$ cat src/rtl/srwm_pkg.sv
// shared constants and types of the spaced run window matcher
`default_nettype none

package srwm_pkg;

    // word field widths
    localparam int SYMBOL_W  = 8;
    localparam int INDEX_W   = 32;
    localparam int PATTERN_W = 64;

    // configuration field widths
    localparam int WLEN_W = 7;
    localparam int GAPS_W = 5;
    localparam int RUN_W  = 6;

    // apb port
    localparam int ADDR_W = 4;
    localparam int DATA_W = 32;

    // gap position products: gap_count * (run_length + 1)
    localparam int PROD_W = 12;

    // symbol codes
    localparam logic [SYMBOL_W-1:0] GAP_SYMBOL = 8'd32;
    localparam logic [SYMBOL_W-1:0] ONE_SYMBOL = 8'd49;

    // register index codes
    typedef logic [1:0] reg_idx_t;
    localparam reg_idx_t REG_WLEN = 2'd0;
    localparam reg_idx_t REG_GAPS = 2'd1;
    localparam reg_idx_t REG_RUN  = 2'd2;

    // register reset values
    localparam logic [WLEN_W-1:0] WLEN_RESET = 7'd32;
    localparam logic [GAPS_W-1:0] GAPS_RESET = 5'd1;
    localparam logic [RUN_W-1:0]  RUN_RESET  = 6'd5;

    // largest gap count the mask generator covers
    localparam int GAPS_MAX = (1 << GAPS_W) - 1;

endpackage

`default_nettype wire

$ cat src/rtl/srwm_if.sv
// valid/ready channel interfaces for symbol and result words
`default_nettype none

interface srwm_sym_if
    import srwm_pkg::*;
    ();
    logic                valid;
    logic                ready;
    logic [SYMBOL_W-1:0] symbol;

    modport source  (output valid, output symbol, input ready);
    modport sink    (input valid, input symbol, output ready);
    modport monitor (input valid, input ready, input symbol);
endinterface

interface srwm_res_if
    import srwm_pkg::*;
    ();
    logic                 valid;
    logic                 ready;
    logic [INDEX_W-1:0]   start_index;
    logic [INDEX_W-1:0]   distance;
    logic [PATTERN_W-1:0] ones_pattern;

    modport source  (output valid, output start_index, output distance,
                     output ones_pattern, input ready);
    modport sink    (input valid, input start_index, input distance,
                     input ones_pattern, output ready);
    modport monitor (input valid, input ready, input start_index, input distance,
                     input ones_pattern);
endinterface

`default_nettype wire

$ cat src/rtl/spaced_run_window_matcher.sv
// spaced run window matcher: sliding symbol window with gap mask compare
//
//   channel   dir  handshake          payload
//   symbols   in   valid / ready      symbol[7:0]
//   results   out  valid / ready      start_index[31:0], distance[31:0], ones_pattern[63:0]
//   apb       in   psel/penable/pready paddr[3:0], pwdata[31:0], prdata[31:0]
//
// one symbol word is accepted per cycle unless the input stalls; its result word,
// if any, is loaded into the output register as the compare stage advances; the
// accepting edge shifts the history and loads the compare stage
// reset clears the history, counters and valid flags; no clearing pass is needed
// a stalled result word holds the compare stage, and the input stalls only
// when both the compare stage and the output register are full
`default_nettype none

module spaced_run_window_matcher
    import srwm_pkg::*;
#(
    parameter int MAX_WINDOW = 64
) (
    input  wire                clk,
    input  wire                rst_n,
    srwm_sym_if.sink           symbols,
    srwm_res_if.source         results,
    input  wire                psel,
    input  wire                penable,
    input  wire                pwrite,
    input  wire  [ADDR_W-1:0]  paddr,
    input  wire  [DATA_W-1:0]  pwdata,
    output logic [DATA_W-1:0]  prdata,
    output logic               pready
);

    localparam int IDX_W = (MAX_WINDOW > 2) ? $clog2(MAX_WINDOW) : 1;

    // configuration registers
    logic [WLEN_W-1:0] wlen_reg;
    logic [GAPS_W-1:0] gaps_reg;
    logic [RUN_W-1:0]  run_reg;

    // history and counters
    logic [MAX_WINDOW-1:0] gap_hist_reg, gap_hist_next;
    logic [MAX_WINDOW-1:0] one_hist_reg, one_hist_next;
    logic [INDEX_W-1:0]    seen_reg;
    logic [INDEX_W-1:0]    prev_start_reg;

    // compare stage
    logic               s1_valid_reg;
    logic [INDEX_W-1:0] s1_start_reg;
    logic               s1_full_reg;

    // expected gap mask, derived from configuration
    logic [MAX_WINDOW-1:0] mask_reg, mask_next;
    logic                  fit_reg, fit_next;

    // output register
    logic                 out_valid_reg;
    logic [INDEX_W-1:0]   out_start_reg;
    logic [INDEX_W-1:0]   out_dist_reg;
    logic [PATTERN_W-1:0] out_pattern_reg;

    logic [WLEN_W-1:0]     eff_len;
    logic [IDX_W-1:0]      shift_amt;
    logic [MAX_WINDOW-1:0] gap_rev;
    logic [MAX_WINDOW-1:0] one_rev;
    logic [MAX_WINDOW-1:0] win_gap;
    logic [MAX_WINDOW-1:0] win_one;
    logic                  in_fire;
    logic                  s1_adv;
    logic                  match;
    logic                  cfg_wr;
    logic [PROD_W-1:0]     gap_span;

    // handshake
    assign s1_adv         = s1_valid_reg && (!out_valid_reg || results.ready);
    assign symbols.ready  = !s1_valid_reg || s1_adv;
    assign in_fire        = symbols.valid && symbols.ready;
    assign results.valid        = out_valid_reg;
    assign results.start_index  = out_start_reg;
    assign results.distance     = out_dist_reg;
    assign results.ones_pattern = out_pattern_reg;

    // effective window length, clamped into 2..MAX_WINDOW
    always_comb
    begin
        if (wlen_reg < 7'd2)
        begin
            eff_len = 7'd2;
        end
        else if (wlen_reg > WLEN_W'(MAX_WINDOW))
        begin
            eff_len = WLEN_W'(MAX_WINDOW);
        end
        else
        begin
            eff_len = wlen_reg;
        end
    end

    assign shift_amt = IDX_W'(WLEN_W'(MAX_WINDOW) - eff_len);

    // apb access
    assign pready = 1'b1;
    assign cfg_wr = psel && penable && pwrite;

    always_comb
    begin
        unique case (reg_idx_t'(paddr[3:2]))
            REG_WLEN: prdata = DATA_W'(wlen_reg);
            REG_GAPS: prdata = DATA_W'(gaps_reg);
            REG_RUN:  prdata = DATA_W'(run_reg);
            default:  prdata = '0;
        endcase
    end

    always_ff @(posedge clk or negedge rst_n)
    begin
        if (!rst_n)
        begin
            wlen_reg <= WLEN_RESET;
            gaps_reg <= GAPS_RESET;
            run_reg  <= RUN_RESET;
        end
        else if (cfg_wr)
        begin
            unique case (reg_idx_t'(paddr[3:2]))
                REG_WLEN: wlen_reg <= pwdata[WLEN_W-1:0];
                REG_GAPS: gaps_reg <= pwdata[GAPS_W-1:0];
                REG_RUN:  run_reg  <= pwdata[RUN_W-1:0];
                default:  ;
            endcase
        end
    end

    // expected gap positions: k*(run+1)-1 for k = 1..gap_count
    always_comb
    begin
        logic [PROD_W-1:0] pos;
        mask_next = '0;
        for (int k = 1; k <= GAPS_MAX; k++)
        begin
            pos = PROD_W'(k) * PROD_W'({1'b0, run_reg} + 7'd1) - PROD_W'(1);
            if ((GAPS_W'(k) <= gaps_reg) && (pos < PROD_W'(MAX_WINDOW)))
            begin
                mask_next[pos[IDX_W-1:0]] = 1'b1;
            end
        end
    end

    // all gaps fit strictly inside the window and none sits at offset zero
    assign gap_span = PROD_W'(gaps_reg) * PROD_W'({1'b0, run_reg} + 7'd1);
    assign fit_next = (gaps_reg == '0) ||
                      ((run_reg != '0) && (gap_span <= PROD_W'(eff_len - 7'd1)));

    always_ff @(posedge clk)
    begin
        mask_reg <= mask_next;
        fit_reg  <= fit_next;
    end

    // history shift on each accepted word
    assign gap_hist_next = {gap_hist_reg[MAX_WINDOW-2:0], symbols.symbol == GAP_SYMBOL};
    assign one_hist_next = {one_hist_reg[MAX_WINDOW-2:0], symbols.symbol == ONE_SYMBOL};

    always_ff @(posedge clk or negedge rst_n)
    begin
        if (!rst_n)
        begin
            gap_hist_reg <= '0;
            one_hist_reg <= '0;
            seen_reg     <= '0;
            s1_valid_reg <= 1'b0;
        end
        else
        begin
            if (in_fire)
            begin
                gap_hist_reg <= gap_hist_next;
                one_hist_reg <= one_hist_next;
                if (seen_reg != '1)
                begin
                    seen_reg <= seen_reg + 32'd1;
                end
            end
            if (in_fire)
            begin
                s1_valid_reg <= 1'b1;
            end
            else if (s1_adv)
            begin
                s1_valid_reg <= 1'b0;
            end
        end
    end

    // start index and window-complete flag of the accepted word
    always_ff @(posedge clk)
    begin
        if (in_fire)
        begin
            s1_start_reg <= seen_reg - INDEX_W'(eff_len - 7'd1);
            s1_full_reg  <= ({1'b0, seen_reg} + 33'd1) >= 33'(eff_len);
        end
    end

    // window in stream order: bit j is window symbol j
    always_comb
    begin
        for (int i = 0; i < MAX_WINDOW; i++)
        begin
            gap_rev[i] = gap_hist_reg[MAX_WINDOW-1-i];
            one_rev[i] = one_hist_reg[MAX_WINDOW-1-i];
        end
    end

    assign win_gap = gap_rev >> shift_amt;
    assign win_one = one_rev >> shift_amt;
    assign match   = s1_full_reg && fit_reg && (win_gap == mask_reg);

    // output register and previous match start
    always_ff @(posedge clk or negedge rst_n)
    begin
        if (!rst_n)
        begin
            out_valid_reg  <= 1'b0;
            prev_start_reg <= '0;
        end
        else
        begin
            if (s1_adv && match)
            begin
                out_valid_reg  <= 1'b1;
                prev_start_reg <= s1_start_reg;
            end
            else if (results.ready)
            begin
                out_valid_reg <= 1'b0;
            end
        end
    end

    always_ff @(posedge clk)
    begin
        if (s1_adv && match)
        begin
            out_start_reg   <= s1_start_reg;
            out_dist_reg    <= s1_start_reg - prev_start_reg;
            out_pattern_reg <= PATTERN_W'(win_one);
        end
    end

endmodule

`default_nettype wire

$ cat src/flat_wrapper.sv
// flat-port wrapper written by rule: the top's interface ports become plain ports
module spaced_run_window_matcher_flat import srwm_pkg::*;
#(
    parameter int MAX_WINDOW = 64
)
  (clk, rst_n, psel, penable, pwrite, paddr, pwdata, prdata, pready, symbols_valid, symbols_symbol, symbols_ready, results_valid, results_start_index, results_distance, results_ones_pattern, results_ready);
  srwm_sym_if symbols_i ();
  srwm_res_if results_i ();
  input  wire clk;
  input  wire rst_n;
  input  wire psel;
  input  wire penable;
  input  wire pwrite;
  input  wire  [ADDR_W-1:0] paddr;
  input  wire  [DATA_W-1:0] pwdata;
  output logic [DATA_W-1:0] prdata;
  output logic pready;
  input wire logic [$bits(symbols_i.valid)-1:0] symbols_valid;
  input wire logic [$bits(symbols_i.symbol)-1:0] symbols_symbol;
  output wire logic [$bits(symbols_i.ready)-1:0] symbols_ready;
  output wire logic [$bits(results_i.valid)-1:0] results_valid;
  output wire logic [$bits(results_i.start_index)-1:0] results_start_index;
  output wire logic [$bits(results_i.distance)-1:0] results_distance;
  output wire logic [$bits(results_i.ones_pattern)-1:0] results_ones_pattern;
  input wire logic [$bits(results_i.ready)-1:0] results_ready;
  assign symbols_i.valid = symbols_valid;
  assign symbols_i.symbol = symbols_symbol;
  assign symbols_ready = symbols_i.ready;
  assign results_valid = results_i.valid;
  assign results_start_index = results_i.start_index;
  assign results_distance = results_i.distance;
  assign results_ones_pattern = results_i.ones_pattern;
  assign results_i.ready = results_ready;
  spaced_run_window_matcher #(.MAX_WINDOW(MAX_WINDOW)) u_core (.clk(clk), .rst_n(rst_n), .symbols(symbols_i), .results(results_i), .psel(psel), .penable(penable), .pwrite(pwrite), .paddr(paddr), .pwdata(pwdata), .prdata(prdata), .pready(pready));
endmodule
$ cat config.mk
export PLATFORM = sky130hd
export DESIGN_NAME = spaced_run_window_matcher_flat
export DESIGN_NICKNAME = d
export VERILOG_FILES = /design/src/rtl/srwm_pkg.sv /design/src/rtl/srwm_if.sv /design/src/rtl/spaced_run_window_matcher.sv /design/src/flat_wrapper.sv
export SDC_FILE = /design/constraint.sdc
export NUM_CORES = 2
export LEC_CHECK = 0
export BUFFER_PORTS_ARGS = -buffer_cell sky130_fd_sc_hd__buf_2
export CAP_MARGIN = 20
export CORE_ASPECT_RATIO = 1.1
export CORE_MARGIN = 4
export CORE_UTILIZATION = 46
export CTS_CLUSTER_SIZE = 8
export DETAILED_ROUTE_END_ITERATION = 6
export SETUP_SLACK_MARGIN = 0.3
export SYNTH_ARGS = -nofsm -noshare
export SYNTH_HDL_FRONTEND = slang
export SYNTH_SLANG_ARGS = --single-unit
$ cat constraint.sdc
create_clock -name clk -period 20.3 [get_ports clk]
set_clock_uncertainty 0.05 [all_clocks]
set_input_delay 5.075 -clock clk [delete_from_list [all_inputs] [get_ports clk]]
set_output_delay 5.075 -clock clk [all_outputs]
set_load 0.005 [all_outputs]
# Yosys cells after proc, flatten, opt, wreduce, memory -nomap -nowiden
# Index checks and enable logic that the tools add are counted.
dict set report word_totals {
  ff_bits 438
  latch_bits 0
  ram_bits 0
  romBits 0
  output_inout_bits 163
  word_cells 432
  memories 0
}
dict set report classes {
  n_addsub 39
  n_mul 27
  div_mod_pow 0
  magnitude_cmp 128
  n_eq_ne 6
  shift 2
  mux 100
  bitwise 30
  n_reduce_logical 84
}
# operator n
set op_table {}
lappend op_table {{64-bit two-way mux} 31}
lappend op_table {{64-bit bitwise OR} 30}
lappend op_table {{12-bit by 7-bit less-than comparator with 1-bit output, second input constant} 31}
lappend op_table {{12-bit by 1-bit subtractor with 12-bit output, second input constant} 31}
lappend op_table {{6-bit by 7-bit less-than comparator with 1-bit output, second input constant} 31}
lappend op_table {{1-bit demux with 6-bit select} 31}
lappend op_table {{6-bit by 1-bit greater-or-equal comparator with 1-bit output, second input constant} 31}
lappend op_table {{64-bit by 6-bit right shift with 64-bit output} 2}
lappend op_table {{5-bit by 12-bit multiplier with 12-bit output, first input constant} 8}
lappend op_table {{5-bit <= comparator, first input constant} 16}
lappend op_table {{1-bit logical AND} 70}
lappend op_table {{64-bit == test} 1}
lappend op_table {{32-bit subtractor} 2}
lappend op_table {{4-bit by 12-bit multiplier with 11-bit output, first input constant} 4}
lappend op_table {{4-bit by 12-bit multiplier with 12-bit output, first input constant} 4}
lappend op_table {{4-bit by 5-bit <= comparator with 1-bit output, first input constant} 8}
lappend op_table {{1-bit two-way mux} 35}
lappend op_table {{32-bit by 1-bit adder with 33-bit output, second input constant} 1}
lappend op_table {{33-bit by 7-bit greater-or-equal comparator with 1-bit output} 1}
lappend op_table {{32-bit by 1-bit adder with 32-bit output, second input constant} 1}
lappend op_table {{32-bit != test, second input constant} 1}
lappend op_table {{3-bit by 12-bit multiplier with 10-bit output, first input constant} 2}
lappend op_table {{3-bit by 12-bit multiplier with 11-bit output, first input constant} 2}
lappend op_table {{3-bit by 12-bit multiplier with 12-bit output, first input constant} 2}
lappend op_table {{other kinds (26)} 40}

# Longest topological paths before layout
dict set report logic_depth {
  depth_word 67
  mapped_depth 31
  depth_no_buf 25
}

# Worst setup path after synthesis
# Ideal clock, no wire load.
dict set report synth_path {
  kind {input to register}
  startpoint {input port results_ready}
  endpoint {register u_core.out_dist_reg[0], in the netlist u_core.results.distance[0] (enable)}
  setup_ns 0.929
  arrival_ns 18.324
  required_ns 19.321
  setup_slack_ns 0.997
  cell_stages 9
  path_buffers 0
  cell_sequence {nor2b_1 a211oi_1 o211a_1 nand4_1 nor4b_1 nand4_1 nor3_1 nand3_1 nor4_1}
}
dict set report synth_via {
  elab_chain_cells 3
}
# item line_no
set synth_rtl {}
lappend synth_rtl {{start: declaration} flat_wrapper.sv:25} ;# input wire logic [$bits(results_i.ready)-1:0] results_ready;
lappend synth_rtl {{1-bit logical OR} spaced_run_window_matcher.sv:75} ;# assign s1_adv = s1_valid_reg && (!out_valid_reg || results.ready);
lappend synth_rtl {{1-bit logical AND} spaced_run_window_matcher.sv:75}
lappend synth_rtl {{1-bit logical AND} spaced_run_window_matcher.sv:244} ;# if (s1_adv && match)
lappend synth_rtl {{end signal: assignment} spaced_run_window_matcher.sv:247} ;# out_dist_reg <= s1_start_reg - prev_start_reg;
lappend synth_rtl {{end: declaration} spaced_run_window_matcher.sv:59} ;# logic [INDEX_W-1:0] out_dist_reg;
# Every way passes these cells.
# A chain may end at the register's enable or synchronous reset.

# Final worst setup path
dict set report layout_path {
  startpoint {input port paddr[2]}
  endpoint {output port prdata[1]}
}
dict set report layout_via {
  elab_chain_cells 2
}
# item line_no
set layout_rtl {}
lappend layout_rtl {{start: declaration} flat_wrapper.sv:14} ;# input wire [ADDR_W-1:0] paddr;
lappend layout_rtl {{2-bit == test (tied with other cells)} spaced_run_window_matcher.sv:108} ;# unique case (reg_idx_t'(paddr[3:2]))
lappend layout_rtl {{7-bit case mux with 3 select lines (*)} spaced_run_window_matcher.sv:108}
lappend layout_rtl {{end: declaration} flat_wrapper.sv:16} ;# output logic [DATA_W-1:0] prdata;
# Every way passes the cells marked *; elsewhere a longest branch is shown, timed or not.

==> flow_metrics.tcl <==
set metrics [dict create \
    worstHoldPathType "register to register" \
    dr_wl_met2_um 98200 \
    seqPwrFrac_pct 10.4 \
    r2r_cells 22 \
    p_sw_share_pct 59.2 \
    fillCellCount 9914 \
    setup.worst_path.start "paddr[2]" \
    grt_pass1_wl_um 317000 \
    cp.arrival_ns 6.21 \
    power_density_nw_per_um2 209 \
    gp_congestion 1.09 \
    p_leak_nw 22.5 \
    wl_per_cell_um 30.3 \
    violations "DRC" \
    grt_overflow 0 \
    synth_flop_cell "dfrtp_1" \
    synthArstFlopShare_pct 48.4 \
    maxUsedRoutingLayer "met5" \
    fin_crit_ns 11.33 \
    drt_iter0_markers 5848 \
    required_ns 15.18 \
    ctsResizeCount 0 \
    cts_inserted_buffers 61 \
    nets 6338 \
    wl_um 221000 \
    synth_cells 5780 \
    pin_count 214 \
    synth_area_um2 47700 \
    setup_viol 0 \
    drt-met1-wl_um 82500 \
    hold_buffers 0 \
    power.share.clock_pct 8.7 \
    rows 123 \
    rrSetupSlack_ns 10.85 \
    comb_power_share_pct 80.9 \
    synth_cell_types 102 \
    clk_pin_slew_ns 0.05 \
    grt_max_degree 124 \
    track_usage_pct 39.1 \
    p_int_mw 4.44 \
    layout.cells.most_common_list "nand2_1 (822), nor2_1 (399), ha_1 (316)" \
    finalCritPeriodShare_pct 55.8 \
    seq_area_frac_synth_pct 24.0 \
    multiInputGateArea_um2 34100 \
    r2r_start "u_core.run_reg[0]$_DFFE_PN1P_" \
    drtAntennaViolNets 0 \
    layout-drive-gt1-share_pct 9.81 \
    endpoint "prdata[1]" \
    worstSkewPairLatency_ns 0.65 \
    relSlewSlack_pct 13.2 \
    post-cts-setup-buffers 0 \
    status "finished, violations left" \
    core_region_area_um2 103000 \
    worstMarginPinSlew_ns 1.29 \
    critPathLaunchType "input port" \
    clk_path_buf_depth 3 \
    cts_root_buf "clkbuf_16" \
    layout-area-overhead-vs-synth_pct 9.31 \
    max_freq_mhz 88.2 \
    peakVddDrop_mv 0.285 \
    regArea_um2 11400 \
    worstReg2RegEnd "u_core.mask_reg[32]$_DFF_P_" \
    met3WireLength_um 20100 \
    final_max_slew_viol_count 0 \
    htree_levels 2 \
    synth_warnings 0 \
    clock-sinks 438 \
    antenna_found_initial 14 \
    hold_violations 0 \
    power_mw 10.9 \
    initial_core_util_pct 46.5 \
    rsz0062_at_grt "false" \
    die_area_um2 109000 \
    crit_fanout 11 \
    first_pass_iters 7 \
    grt_pass1_vias 45800 \
    via_per_inst 6.64 \
    synth_seq_cells 438 \
    cts_tree "yes" \
    endpoint_kind "output pin" \
    vias 48400 \
    mostFrequentLayoutCell "nand2_1" \
    post-dp-hpwl_um 169000 \
    worstSetupPathType "input port to output pin" \
    drc 65 \
    fin_setup_tns_ns 0 \
    cap_violations 0 \
    synth_edf_count 161 \
    die_height_um 346 \
    io_buffers 160 \
    power_switching_mw 6.44 \
    die_w_um 315 \
    syn_avg_cell_area_um2 8.25 \
]
==> synth_stat cells (33+ instances only) <==
library cell	number	share of area (%)
o22ai_1	65	0.85
a211oi_1	64	1.0
dfxtp_1	65	2.7
nor2b_1	57	0.75
inv_1	293	2.3
o211ai_1	65	1.0
a21o_1	88	1.4
nor4_1	49	0.64
nor3_1	159	1.7
nor2_1	401	3.2
and2_1	63	0.83
clkbuf_1	235	1.8
o31ai_1	34	0.54
fa_1	108	4.5
mux4_2	37	1.7
dfrtp_1	208	11
a31oi_1	55	0.72
xor2_1	93	1.7
mux2_2	56	1.3
or3_1	33	0.43
xnor2_1	219	4.0
a22oi_1	67	1.1
nand2b_1	61	0.80
buf_1	44	0.35
o21ai_0	228	2.4
o21a_1	37	0.58
nand3_1	151	1.6
and3_1	50	0.66
nand4_1	112	1.5
a21oi_1	289	3.0
ha_1	318	8.3
edfxtp_1	161	10
o21bai_1	40	0.63
nand2_1	824	6.5
mux2i_1	314	6.6
==> power by group through the flow <==
stage	registers (mW)	clock network (mW)	logic [mW]
after global routing	1.14	1.01	9.29
after global placement	1.14	0	8.35
final	1.13	0.951	8.80
after CTS	1.13	0.974	8.46
after floorplan	1.07	0	5.71
after detailed placement	1.14	0	8.40
==> critical path: stages <==
cell and delay, ns:
buf_2 0.29, mux2i_1 0.12, o21ai_0 0.49, buf_2 0.22
==> cell type report <==
type | instances | share of cell area [%]
multi-input combinational | 4751 | 65.4
sequential | 438 | 22.0
timing repair buffer | 308 | 3.71
tap | 1375 | 3.30
clock buffer | 99 | 3.24
inverter | 301 | 2.19
clock inverter | 4 | 0.190
antenna | 11 | 0.0528
==> through the flow <==
stage / cell area [um2] / hold slack (ns) / instances / worst slack [ns] / utilization (%)
after floorplan: 47900 / 0.394 / 5833 / 0.997 / -
after global placement: 50300 / 0.413 / 7163 / 9.05 / 49.0
after detailed placement: 50300 / 0.425 / 7165 / 9.04 / 49.0
after CTS: 52100 / 0.420 / 7268 / 9.04 / 50.7
after global routing: 52100 / 0.428 / 7279 / 8.90 / 50.8
final: 52100 / 0.424 / 7287 / 8.97 / 50.8
==> per-layer routing <==
| metal | global-route usage [%] | vias to the layer above |
|---|---|---|
| li1 | - | 21400 |
| met1 | 47.5 | 23200 |
| met2 | 62.1 | 2952 |
| met3 | 7.50 | 812 |
| met4 | 28.1 | 6 |
| met5 | 0 | - |
==> kinds of logic after synthesis <==
family | Yosys count | share of synthesized area [%]
DFF | 438 | 24.0
and+or+nand+nor | 2064 | 20.2
other | 2 | 0.0157
adders and majority gates | 428 | 12.9
buffers and inverters | 644 | 5.45
AOI/OAI and AO/OA | 1454 | 21.3
xor gates and xnor gates | 314 | 5.81
muxes | 436 | 10.3
==> how the worst min path moves through the flow <==
stage                                    startpoint                                       to  slack, ns  depth (start not counted)
4_1_cts            u_core.s1_start_reg[5]$_DFFE_PP_  u_core.results.start_index[5]$_DFFE_PP_       0.42                          0
5_1_grt            u_core.s1_start_reg[5]$_DFFE_PP_  u_core.results.start_index[5]$_DFFE_PP_       0.43                          0
6_report           u_core.s1_start_reg[5]$_DFFE_PP_  u_core.results.start_index[5]$_DFFE_PP_       0.42                          0
3_5_place_dp   u_core.prev_start_reg[5]$_DFFE_PN0P_     u_core.prev_start_reg[5]$_DFFE_PN0P_       0.42                          1
2_1_floorplan      u_core.s1_start_reg[0]$_DFFE_PP_  u_core.results.start_index[0]$_DFFE_PP_       0.39                          0
3_3_place_gp    u_core.one_hist_reg[63]$_DFFE_PN0P_      u_core.one_hist_reg[63]$_DFFE_PN0P_       0.41                          2
(Power assumes the default switching activity.)
